[src/sv/sha1md_pkg.sv]
// ----------------------------------------------------------------------------
// SHA-1 message digest package
// Shared types, constants and round functions of the digest block.
// ----------------------------------------------------------------------------
package sha1md_pkg;

   typedef struct packed {
      logic [7:0] data_byte;
      logic       byte_present;
      logic       end_of_message;
   } sha1md_req_type;

   typedef struct packed {
      logic [31:0] digest_word;
      logic [2:0]  word_index;
      logic        last_word;
   } sha1md_rsp_type;

   // Control from the sequencer to the schedule and round units
   typedef struct packed {
      logic       shift_byte;
      logic [7:0] byte_val;
      logic       round_en;
      logic [6:0] round_idx;
      logic       load_work;
      logic       fold;
      logic       init_chain;
      logic [2:0] word_sel;
   } sha1md_ctl_type;

   localparam logic [0:4][31:0] SHA1MD_IV = {
      32'h67452301, 32'hefcdab89, 32'h98badcfe, 32'h10325476, 32'hc3d2e1f0
   };

   localparam logic [6:0] SHA1MD_LAST_ROUND = 7'd79;
   localparam logic [2:0] SHA1MD_LAST_WORD  = 3'd4;
   localparam int unsigned SHA1MD_WORDS     = 5;

   function automatic logic [31:0] sha1md_f(input logic [6:0] t, input logic [31:0] b,
                                            input logic [31:0] c, input logic [31:0] d);
      logic [31:0] res;
      if (t < 7'd20) begin
         res = (b & c) ^ (~b & d);
      end else if (t < 7'd40) begin
         res = b ^ c ^ d;
      end else if (t < 7'd60) begin
         res = (b & c) ^ (b & d) ^ (c & d);
      end else begin
         res = b ^ c ^ d;
      end
      return res;
   endfunction

   function automatic logic [31:0] sha1md_k(input logic [6:0] t);
      logic [31:0] res;
      if (t < 7'd20) begin
         res = 32'h5a827999;
      end else if (t < 7'd40) begin
         res = 32'h6ed9eba1;
      end else if (t < 7'd60) begin
         res = 32'h8f1bbcdc;
      end else begin
         res = 32'hca62c1d6;
      end
      return res;
   endfunction

endpackage

[src/sv/sha1_message_digest.sv]
// ----------------------------------------------------------------------------
// SHA-1 message digest
// One message byte per transaction; pads, compresses and returns h0..h4.
// ----------------------------------------------------------------------------
// Compression: the 64th byte of a block starts the rounds and then the fold,
//   run by the single shared round unit; no byte is taken meanwhile.
// End transaction: up to 72 padding bytes (one byte a cycle) and one or two
//   compressions, then five result transactions h0 first.
// Reset: synchronous, active high; chain value returns to the initial vector,
//   counters clear, and req_ready is high from the first reset edge onward.
module sha1_message_digest
   import sha1md_pkg::*;
(
   input  logic           clock,
   input  logic           reset,
   input  logic           req_valid,
   output logic           req_ready,
   input  sha1md_req_type req_item,
   output logic           rsp_valid,
   input  logic           rsp_ready,
   output sha1md_rsp_type rsp_item
);

   // sequencer states
   localparam logic [2:0] S_IDLE  = 3'd0;
   localparam logic [2:0] S_ROUND = 3'd1;
   localparam logic [2:0] S_FOLD  = 3'd2;
   localparam logic [2:0] S_PAD   = 3'd3;
   localparam logic [2:0] S_OUT   = 3'd4;

   localparam logic [5:0] LAST_POS = 6'd63;
   localparam logic [5:0] LEN_POS  = 6'd56;
   localparam logic [7:0] PAD_MARK = 8'h80;

   logic [2:0]  state_ff, state_in;
   logic [5:0]  pos_ff, pos_in;          // byte offset within the block
   logic [6:0]  round_ff, round_in;
   logic [60:0] bytes_ff, bytes_in;      // message length in bytes
   logic [63:0] len_ff, len_in;          // bit length, shifted out during padding
   logic        ending_ff, ending_in;    // message has ended, padding under way
   logic        mark_ff, mark_in;        // 0x80 marker absorbed
   logic        fill_ff, fill_in;        // length bytes under way
   logic        done_ff, done_in;        // last length byte absorbed
   logic [2:0]  word_ff, word_in;

   sha1md_ctl_type ctl;
   logic [31:0]    w_t;
   logic [31:0]    digest_word;
   logic           len_byte;

   // The length field starts when the marker is in and offset 56 is reached
   assign len_byte = fill_ff || (mark_ff && (pos_ff == LEN_POS));

   always_comb begin
      state_in  = state_ff;
      pos_in    = pos_ff;
      round_in  = round_ff;
      bytes_in  = bytes_ff;
      len_in    = len_ff;
      ending_in = ending_ff;
      mark_in   = mark_ff;
      fill_in   = fill_ff;
      done_in   = done_ff;
      word_in   = word_ff;
      ctl       = '0;
      ctl.round_idx = round_ff;
      ctl.word_sel  = word_ff;
      req_ready = 1'b0;
      rsp_valid = 1'b0;

      unique case (state_ff)
         S_IDLE: begin
            req_ready = 1'b1;
            if (req_valid) begin
               if (req_item.byte_present) begin
                  // absorb the byte; a full block starts compression
                  ctl.shift_byte = 1'b1;
                  ctl.byte_val   = req_item.data_byte;
                  pos_in         = pos_ff + 6'd1;
                  bytes_in       = bytes_ff + 61'd1;
                  if (pos_ff == LAST_POS) begin
                     ctl.load_work = 1'b1;
                     round_in      = '0;
                     state_in      = S_ROUND;
                  end
               end
               if (req_item.end_of_message) begin
                  // capture the bit length including any byte taken now
                  ending_in = 1'b1;
                  len_in    = {bytes_ff + {60'd0, req_item.byte_present}, 3'b000};
                  if (!(req_item.byte_present && (pos_ff == LAST_POS))) begin
                     state_in = S_PAD;
                  end
               end
            end
         end
         S_ROUND: begin
            ctl.round_en = 1'b1;
            round_in     = round_ff + 7'd1;
            if (round_ff == SHA1MD_LAST_ROUND) begin
               state_in = S_FOLD;
            end
         end
         S_FOLD: begin
            // add the working variables into the chain value
            ctl.fold = 1'b1;
            round_in = '0;
            if (!ending_ff) begin
               state_in = S_IDLE;
            end else if (done_ff) begin
               word_in  = '0;
               state_in = S_OUT;
            end else begin
               state_in = S_PAD;
            end
         end
         S_PAD: begin
            // inject marker, zero fill, then the big-endian length
            ctl.shift_byte = 1'b1;
            pos_in         = pos_ff + 6'd1;
            if (!mark_ff) begin
               ctl.byte_val = PAD_MARK;
               mark_in      = 1'b1;
            end else if (len_byte) begin
               ctl.byte_val = len_ff[63:56];
               len_in       = {len_ff[55:0], 8'h00};
               fill_in      = 1'b1;
               if (pos_ff == LAST_POS) begin
                  done_in = 1'b1;
               end
            end else begin
               ctl.byte_val = 8'h00;
            end
            if (pos_ff == LAST_POS) begin
               ctl.load_work = 1'b1;
               round_in      = '0;
               state_in      = S_ROUND;
            end
         end
         S_OUT: begin
            rsp_valid = 1'b1;
            if (rsp_ready) begin
               word_in = word_ff + 3'd1;
               if (word_ff == SHA1MD_LAST_WORD) begin
                  // drop back to the reset state for the next message
                  ctl.init_chain = 1'b1;
                  pos_in    = '0;
                  bytes_in  = '0;
                  ending_in = 1'b0;
                  mark_in   = 1'b0;
                  fill_in   = 1'b0;
                  done_in   = 1'b0;
                  word_in   = '0;
                  state_in  = S_IDLE;
               end
            end
         end
         default: begin
            state_in = S_IDLE;
         end
      endcase
   end

   always_ff @(posedge clock) begin
      if (reset) begin
         state_ff  <= S_IDLE;
         pos_ff    <= '0;
         round_ff  <= '0;
         bytes_ff  <= '0;
         ending_ff <= 1'b0;
         mark_ff   <= 1'b0;
         fill_ff   <= 1'b0;
         done_ff   <= 1'b0;
         word_ff   <= '0;
      end else begin
         state_ff  <= state_in;
         pos_ff    <= pos_in;
         round_ff  <= round_in;
         bytes_ff  <= bytes_in;
         ending_ff <= ending_in;
         mark_ff   <= mark_in;
         fill_ff   <= fill_in;
         done_ff   <= done_in;
         word_ff   <= word_in;
      end
   end

   // length is payload: only meaningful once the message has ended
   always_ff @(posedge clock) begin
      len_ff <= len_in;
   end

   sha1md_sched u_sched (
      .clock (clock),
      .ctl   (ctl),
      .w_t   (w_t)
   );

   sha1md_round u_round (
      .clock       (clock),
      .reset       (reset),
      .ctl         (ctl),
      .w_t         (w_t),
      .digest_word (digest_word)
   );

   assign rsp_item.digest_word = digest_word;
   assign rsp_item.word_index  = word_ff;
   assign rsp_item.last_word   = (word_ff == SHA1MD_LAST_WORD);

endmodule

[src/sv/sha1md_sched.sv]
// ----------------------------------------------------------------------------
// SHA-1 message schedule
// Sixteen-word window: bytes shift in big-endian, rounds shift words out
// and append the expanded word.
// ----------------------------------------------------------------------------
module sha1md_sched
   import sha1md_pkg::*;
(
   input  logic           clock,
   input  sha1md_ctl_type ctl,
   output logic [31:0]    w_t
);

   logic [31:0] win_ff [16];
   logic [31:0] win_in [16];
   logic [31:0] mix;

   assign mix = win_ff[13] ^ win_ff[8] ^ win_ff[2] ^ win_ff[0];
   assign w_t = win_ff[0];

   always_comb begin
      win_in = win_ff;
      if (ctl.shift_byte) begin
         for (int i = 0; i < 15; i++) begin
            win_in[i] = {win_ff[i][23:0], win_ff[i+1][31:24]};
         end
         win_in[15] = {win_ff[15][23:0], ctl.byte_val};
      end else if (ctl.round_en) begin
         for (int i = 0; i < 15; i++) begin
            win_in[i] = win_ff[i+1];
         end
         win_in[15] = {mix[30:0], mix[31]};
      end
   end

   always_ff @(posedge clock) begin
      win_ff <= win_in;
   end

endmodule

[src/sv/sha1md_round.sv]
// ----------------------------------------------------------------------------
// SHA-1 round unit
// Working variables a..e, one round per enabled cycle, and the chain value.
// ----------------------------------------------------------------------------
module sha1md_round
   import sha1md_pkg::*;
(
   input  logic           clock,
   input  logic           reset,
   input  sha1md_ctl_type ctl,
   input  logic [31:0]    w_t,
   output logic [31:0]    digest_word
);

   logic [31:0] work_ff  [SHA1MD_WORDS];
   logic [31:0] work_in  [SHA1MD_WORDS];
   logic [31:0] chain_ff [SHA1MD_WORDS];
   logic [31:0] chain_in [SHA1MD_WORDS];
   logic [31:0] temp;

   assign temp = {work_ff[0][26:0], work_ff[0][31:27]}
               + sha1md_f(ctl.round_idx, work_ff[1], work_ff[2], work_ff[3])
               + work_ff[4] + sha1md_k(ctl.round_idx) + w_t;

   always_comb begin
      work_in = work_ff;
      if (ctl.load_work) begin
         work_in = chain_ff;
      end else if (ctl.round_en) begin
         work_in[0] = temp;
         work_in[1] = work_ff[0];
         work_in[2] = {work_ff[1][1:0], work_ff[1][31:2]};
         work_in[3] = work_ff[2];
         work_in[4] = work_ff[3];
      end
   end

   always_comb begin
      chain_in = chain_ff;
      if (ctl.init_chain) begin
         for (int i = 0; i < SHA1MD_WORDS; i++) begin
            chain_in[i] = SHA1MD_IV[i];
         end
      end else if (ctl.fold) begin
         for (int i = 0; i < SHA1MD_WORDS; i++) begin
            chain_in[i] = chain_ff[i] + work_ff[i];
         end
      end
   end

   always_ff @(posedge clock) begin
      work_ff <= work_in;
      if (reset) begin
         for (int i = 0; i < SHA1MD_WORDS; i++) begin
            chain_ff[i] <= SHA1MD_IV[i];
         end
      end else begin
         chain_ff <= chain_in;
      end
   end

   assign digest_word = chain_ff[ctl.word_sel];

endmodule
[config.mk]
export PLATFORM = sky130hd
export DESIGN_NAME = sha1_message_digest
export DESIGN_NICKNAME = d
export VERILOG_FILES = /design/src/sv/sha1md_pkg.sv /design/src/sv/sha1_message_digest.sv /design/src/sv/sha1md_sched.sv /design/src/sv/sha1md_round.sv
export SDC_FILE = /design/constraint.sdc
export NUM_CORES = 2
export LEC_CHECK = 0
export BUFFER_PORTS_ARGS = -buffer_cell sky130_fd_sc_hd__buf_4
export CAP_MARGIN = 30
export CORE_MARGIN = 3
export CORE_UTILIZATION = 50
export CTS_BUF_LIST = sky130_fd_sc_hd__clkbuf_4 sky130_fd_sc_hd__clkbuf_8 sky130_fd_sc_hd__clkbuf_16
export CTS_CLUSTER_DIAMETER = 80
export DETAILED_ROUTE_END_ITERATION = 10
export PLACE_DENSITY = 0.65
export SKIP_CTS_REPAIR_TIMING = 1
export SYNTH_ARGS = -nofsm -noshare
export SYNTH_HDL_FRONTEND = slang
export SYNTH_SLANG_ARGS = --single-unit
[constraint.sdc]
create_clock -name clock -period 37.8 [get_ports clock]
set_input_delay 7.56 -clock clock [delete_from_list [all_inputs] [get_ports clock]]
set_output_delay 7.56 -clock clock [all_outputs]
set_load 0.01 [all_outputs]
==> impl_metrics.csv <==
group,metric,value,unit
clocking,clkSinkCount,977,
place,dp.cells,7303,
detailed_routing,wire_per_inst,19.7,µm
detailed_routing,via_count,42200,
power_and_ir_drop,p_sw,0.00173,W
power_and_ir_drop,p_int,0.00288,W
global_routing,grt_max_degree,211,
critical_path,critPathRequiredTime,30240,ps
timing,worst_pin_slew,1190,ps
worst_hold_path,hp-class,"reg2reg",
timing,grt_setup_unrepaired,"no",
floorplan,die_y,339,µm
global_routing,grt_pass1_wl,229000,µm
clocking,numCtsBuffers,107,
timing,setup_slack,26930,ps
floorplan,start_util,50.6,%
final_layout,stdcell_count,7514,
timing,fin_tns_setup,0,ps
synth,ys_seq_elements,977,
timing,hold_ws,493,ps
power_and_ir_drop,switching_share,37.5,%
power_and_ir_drop,peakVddDrop,0.0596,mV
floorplan,fp.dieArea,115000,µm²
clocking,htreeDepth,3,
critical_path,r2r-start,"round_ff[4]",
floorplan,die_w,339,µm
global_routing,track_usage,25.2,%
critical_path,critPathKind,"reg2out",
synth,synth_area_leader_cell,"edfxtp_1",
global_routing,first_global_vias,39600,
critical_path,cp-end-kind,"primary output",
final_layout,nets,6281,
clocking,cts_tree,"done",
synth,avgSynthCellArea,9.22,µm²
final_layout,layout-drive-gt1-share,6.43,%
critical_path,r2r_cells,26,
synth,syn_nets,6347,
clocking,cts-root-buf,"clkbuf_16",
global_routing,gr-total-overflow,0,
floorplan,core,109000,µm²
timing,timing.final.crit_share,28.8,%
global_routing,antenna_found_initial,3,
timing,finalSetupViolations,0,
synth,yosys_warnings,0,
power_and_ir_drop,seqPwrFrac,37.0,%
detailed_routing,ant_nets,0,
timing,final.min_clock_period,10870,ps
synth,netlist.area_leader.share,39.7,%
critical_path,cp-start-kind,"flip-flop",
synth,yosysSeqAreaShare,48.5,%
worst_hold_path,whs_endpoint,"round_ff[1]",
final_layout,postLayoutCellArea,61000,µm²
synth,synth_flop_cell,"edfxtp_1",
clocking,clock_latency,710,ps
worst_hold_path,holdPathStages,2,
timing,fin_skew,37.4,ps
run_status,status,"finished clean",
synth,syn_area,55400,µm²
detailed_routing,drtIter0Drc,4523,
critical_path,crit_arrival,3310,ps
detailed_routing,viasPerCell,5.62,
synth,async_flop_share,0,%
timing,hold_violations,0,
final_layout,area_delta_synth_final,9.99,%
worst_hold_path,min_from,"round_ff[1]",
detailed_routing,drc_errors,0,
place,dp_hpwl,100000,µm
floorplan,rows,121,
critical_path,timing.rr.end,"u_round.work_ff[158]",
clocking,clkTransAtPathRegs,60,ps
final_layout,final_common_cell,"nand2_1",
place,dpl_cell_area,57100,µm²
place,gp_congestion,0.893,
synth,netlist_top_cells_area,"edfxtp_1 40%, nand2_1 15%, dfxtp_1 8.8%",
critical_path,crit_path_max_fanout,36,
synth,synth_cell_types,88,
timing,fmaxAchievable,0.0920,GHz
power_and_ir_drop,clock_power_share,23.7,%
detailed_routing,first_pass_iters,6,
timing,relSlewSlack,20.9,%
power_and_ir_drop,power_density,75.7,nW/µm²
timing,maxSlewViolCount,0,
critical_path,rrSetupSlack,30750,ps
synth,synthCells,6009,
place,pre_cts_slack,26400,ps
floorplan,io_pins,52,
power_and_ir_drop,share_comb_of_total_power,39.2,%
clocking,clock_path_buffers,3,
run,maxCapViolCount,0,
power_and_ir_drop,p_leak,25.4,nW
detailed_routing,drt-total-wl,148000,µm
place,port-buffer-count,51,
synth,synth_edf_count,733,
final_layout,final_cell_mix,"2,181 x nand2_1, 733 x edfxtp_1, 284 x o21ai_0",
power groups by stage:
| stage | clock network (W) | registers [W] | logic [W] |
|---|---|---|---|
| 5_1_grt | 0.00115 | 0.00173 | 0.00203 |
| 3_3_place_gp | 0 | 0.00172 | 0.00173 |
| 3_5_place_dp | 0 | 0.00172 | 0.00177 |
| 4_1_cts | 0.00111 | 0.00171 | 0.00178 |
| 2_1_floorplan | 0 | 0.00171 | 0.00137 |
| 6_report | 0.00109 | 0.00171 | 0.00181 |
metal layers:
layer | GRT usage [%] | up-vias | routed length [µm]
li1 | - | 20200 | -
met2 | 38.7 | 1389 | 66000
met1 | 37.0 | 20400 | 67100
met4 | 6.44 | 2 | 3620
met3 | 4.25 | 208 | 11600
met5 | 0 | - | 20
cell type report:
class / instances / area (µm²)
multi-input combinational: 4486 / 26500
fill: 9693 / 48500
timing repair buffer: 98 / 953
clock buffer: 146 / 3090
inverter: 273 / 1020
clock inverter: 57 / 622
antenna: 1 / 2.50
tap: 1476 / 1850
sequential: 977 / 26900
per-stage QoR:
step                util (%)  power, W
finish                  55.7   0.00461
global route            55.7   0.00492
CTS                     55.5   0.00460
detailed placement      52.1   0.00349
global placement        52.1   0.00346
floorplan                  -   0.00308
flip-flops by register name, indices dropped and copies added (netlist names):
| name | count |
|---|---|
| fill_ff | 1 |
| done_ff | 1 |
| u_round.work_ff | 160 |
| bytes_ff | 61 |
| ending_ff | 1 |
| word_ff | 3 |
| round_ff | 7 |
| mark_ff | 1 |
| pos_ff | 6 |
| u_round.chain_ff | 160 |
| len_ff | 61 |
| u_sched.w_t | 32 |
| u_sched.win_ff | 480 |
| state_ff | 3 |
worst max-delay path by stage:
stage | from | endpoint | slack (ps) | cells after the start
after floorplan | req_valid | u_sched.w_t[0] | 18180 | 2
after global placement | req_valid | u_sched.win_ff[178] | 26420 | 6
after detailed placement | req_valid | u_sched.win_ff[200] | 26400 | 6
after CTS | word_ff[0] | rsp_item[4] | 26920 | 7
after global routing | word_ff[0] | rsp_item[24] | 26800 | 7
final | word_ff[0] | rsp_item[24] | 26930 | 7
kinds of logic after synthesis:
group           after synthesis  synth area share [%]
compound gates              941                  10.6
xor+xnor                    364                  5.75
fa+ha+maj                   324                  8.93
buf+inv                     546                  3.78
flops                       977                  48.5
mux                          66                  1.92
simple gates               2791                  20.5
critical path: stages (launching register included):
cell	delay, ps
dfxtp_2	310
buf_4	700
inv_1	210
and3_1	230
buf_4	300
nand2_1	130
o21ai_0	370
buf_4	320
synthesized netlist by cell type (15+ instances only):
| cell type | instances |
|---|---|
| a211oi_1 | 22 |
| a21o_1 | 105 |
| a21oi_1 | 262 |
| a221o_1 | 23 |
| a31oi_1 | 24 |
| and2_1 | 20 |
| and3_1 | 43 |
| buf_2 | 18 |
| clkbuf_1 | 236 |
| dfxtp_1 | 244 |
| edfxtp_1 | 733 |
| fa_1 | 119 |
| ha_1 | 205 |
| inv_1 | 272 |
| mux2i_1 | 33 |
| mux4_2 | 32 |
| nand2_1 | 2186 |
| nand2b_1 | 24 |
| nand3_1 | 65 |
| nand4_1 | 39 |
| nor2_1 | 254 |
| nor2b_1 | 21 |
| nor3_1 | 38 |
| nor4_1 | 15 |
| o211ai_1 | 64 |
| o21a_1 | 18 |
| o21ai_0 | 284 |
| o21bai_1 | 27 |
| or3_1 | 28 |
| xnor2_1 | 239 |
| xor2_1 | 125 |
Power figures use the tool's default switching activity.
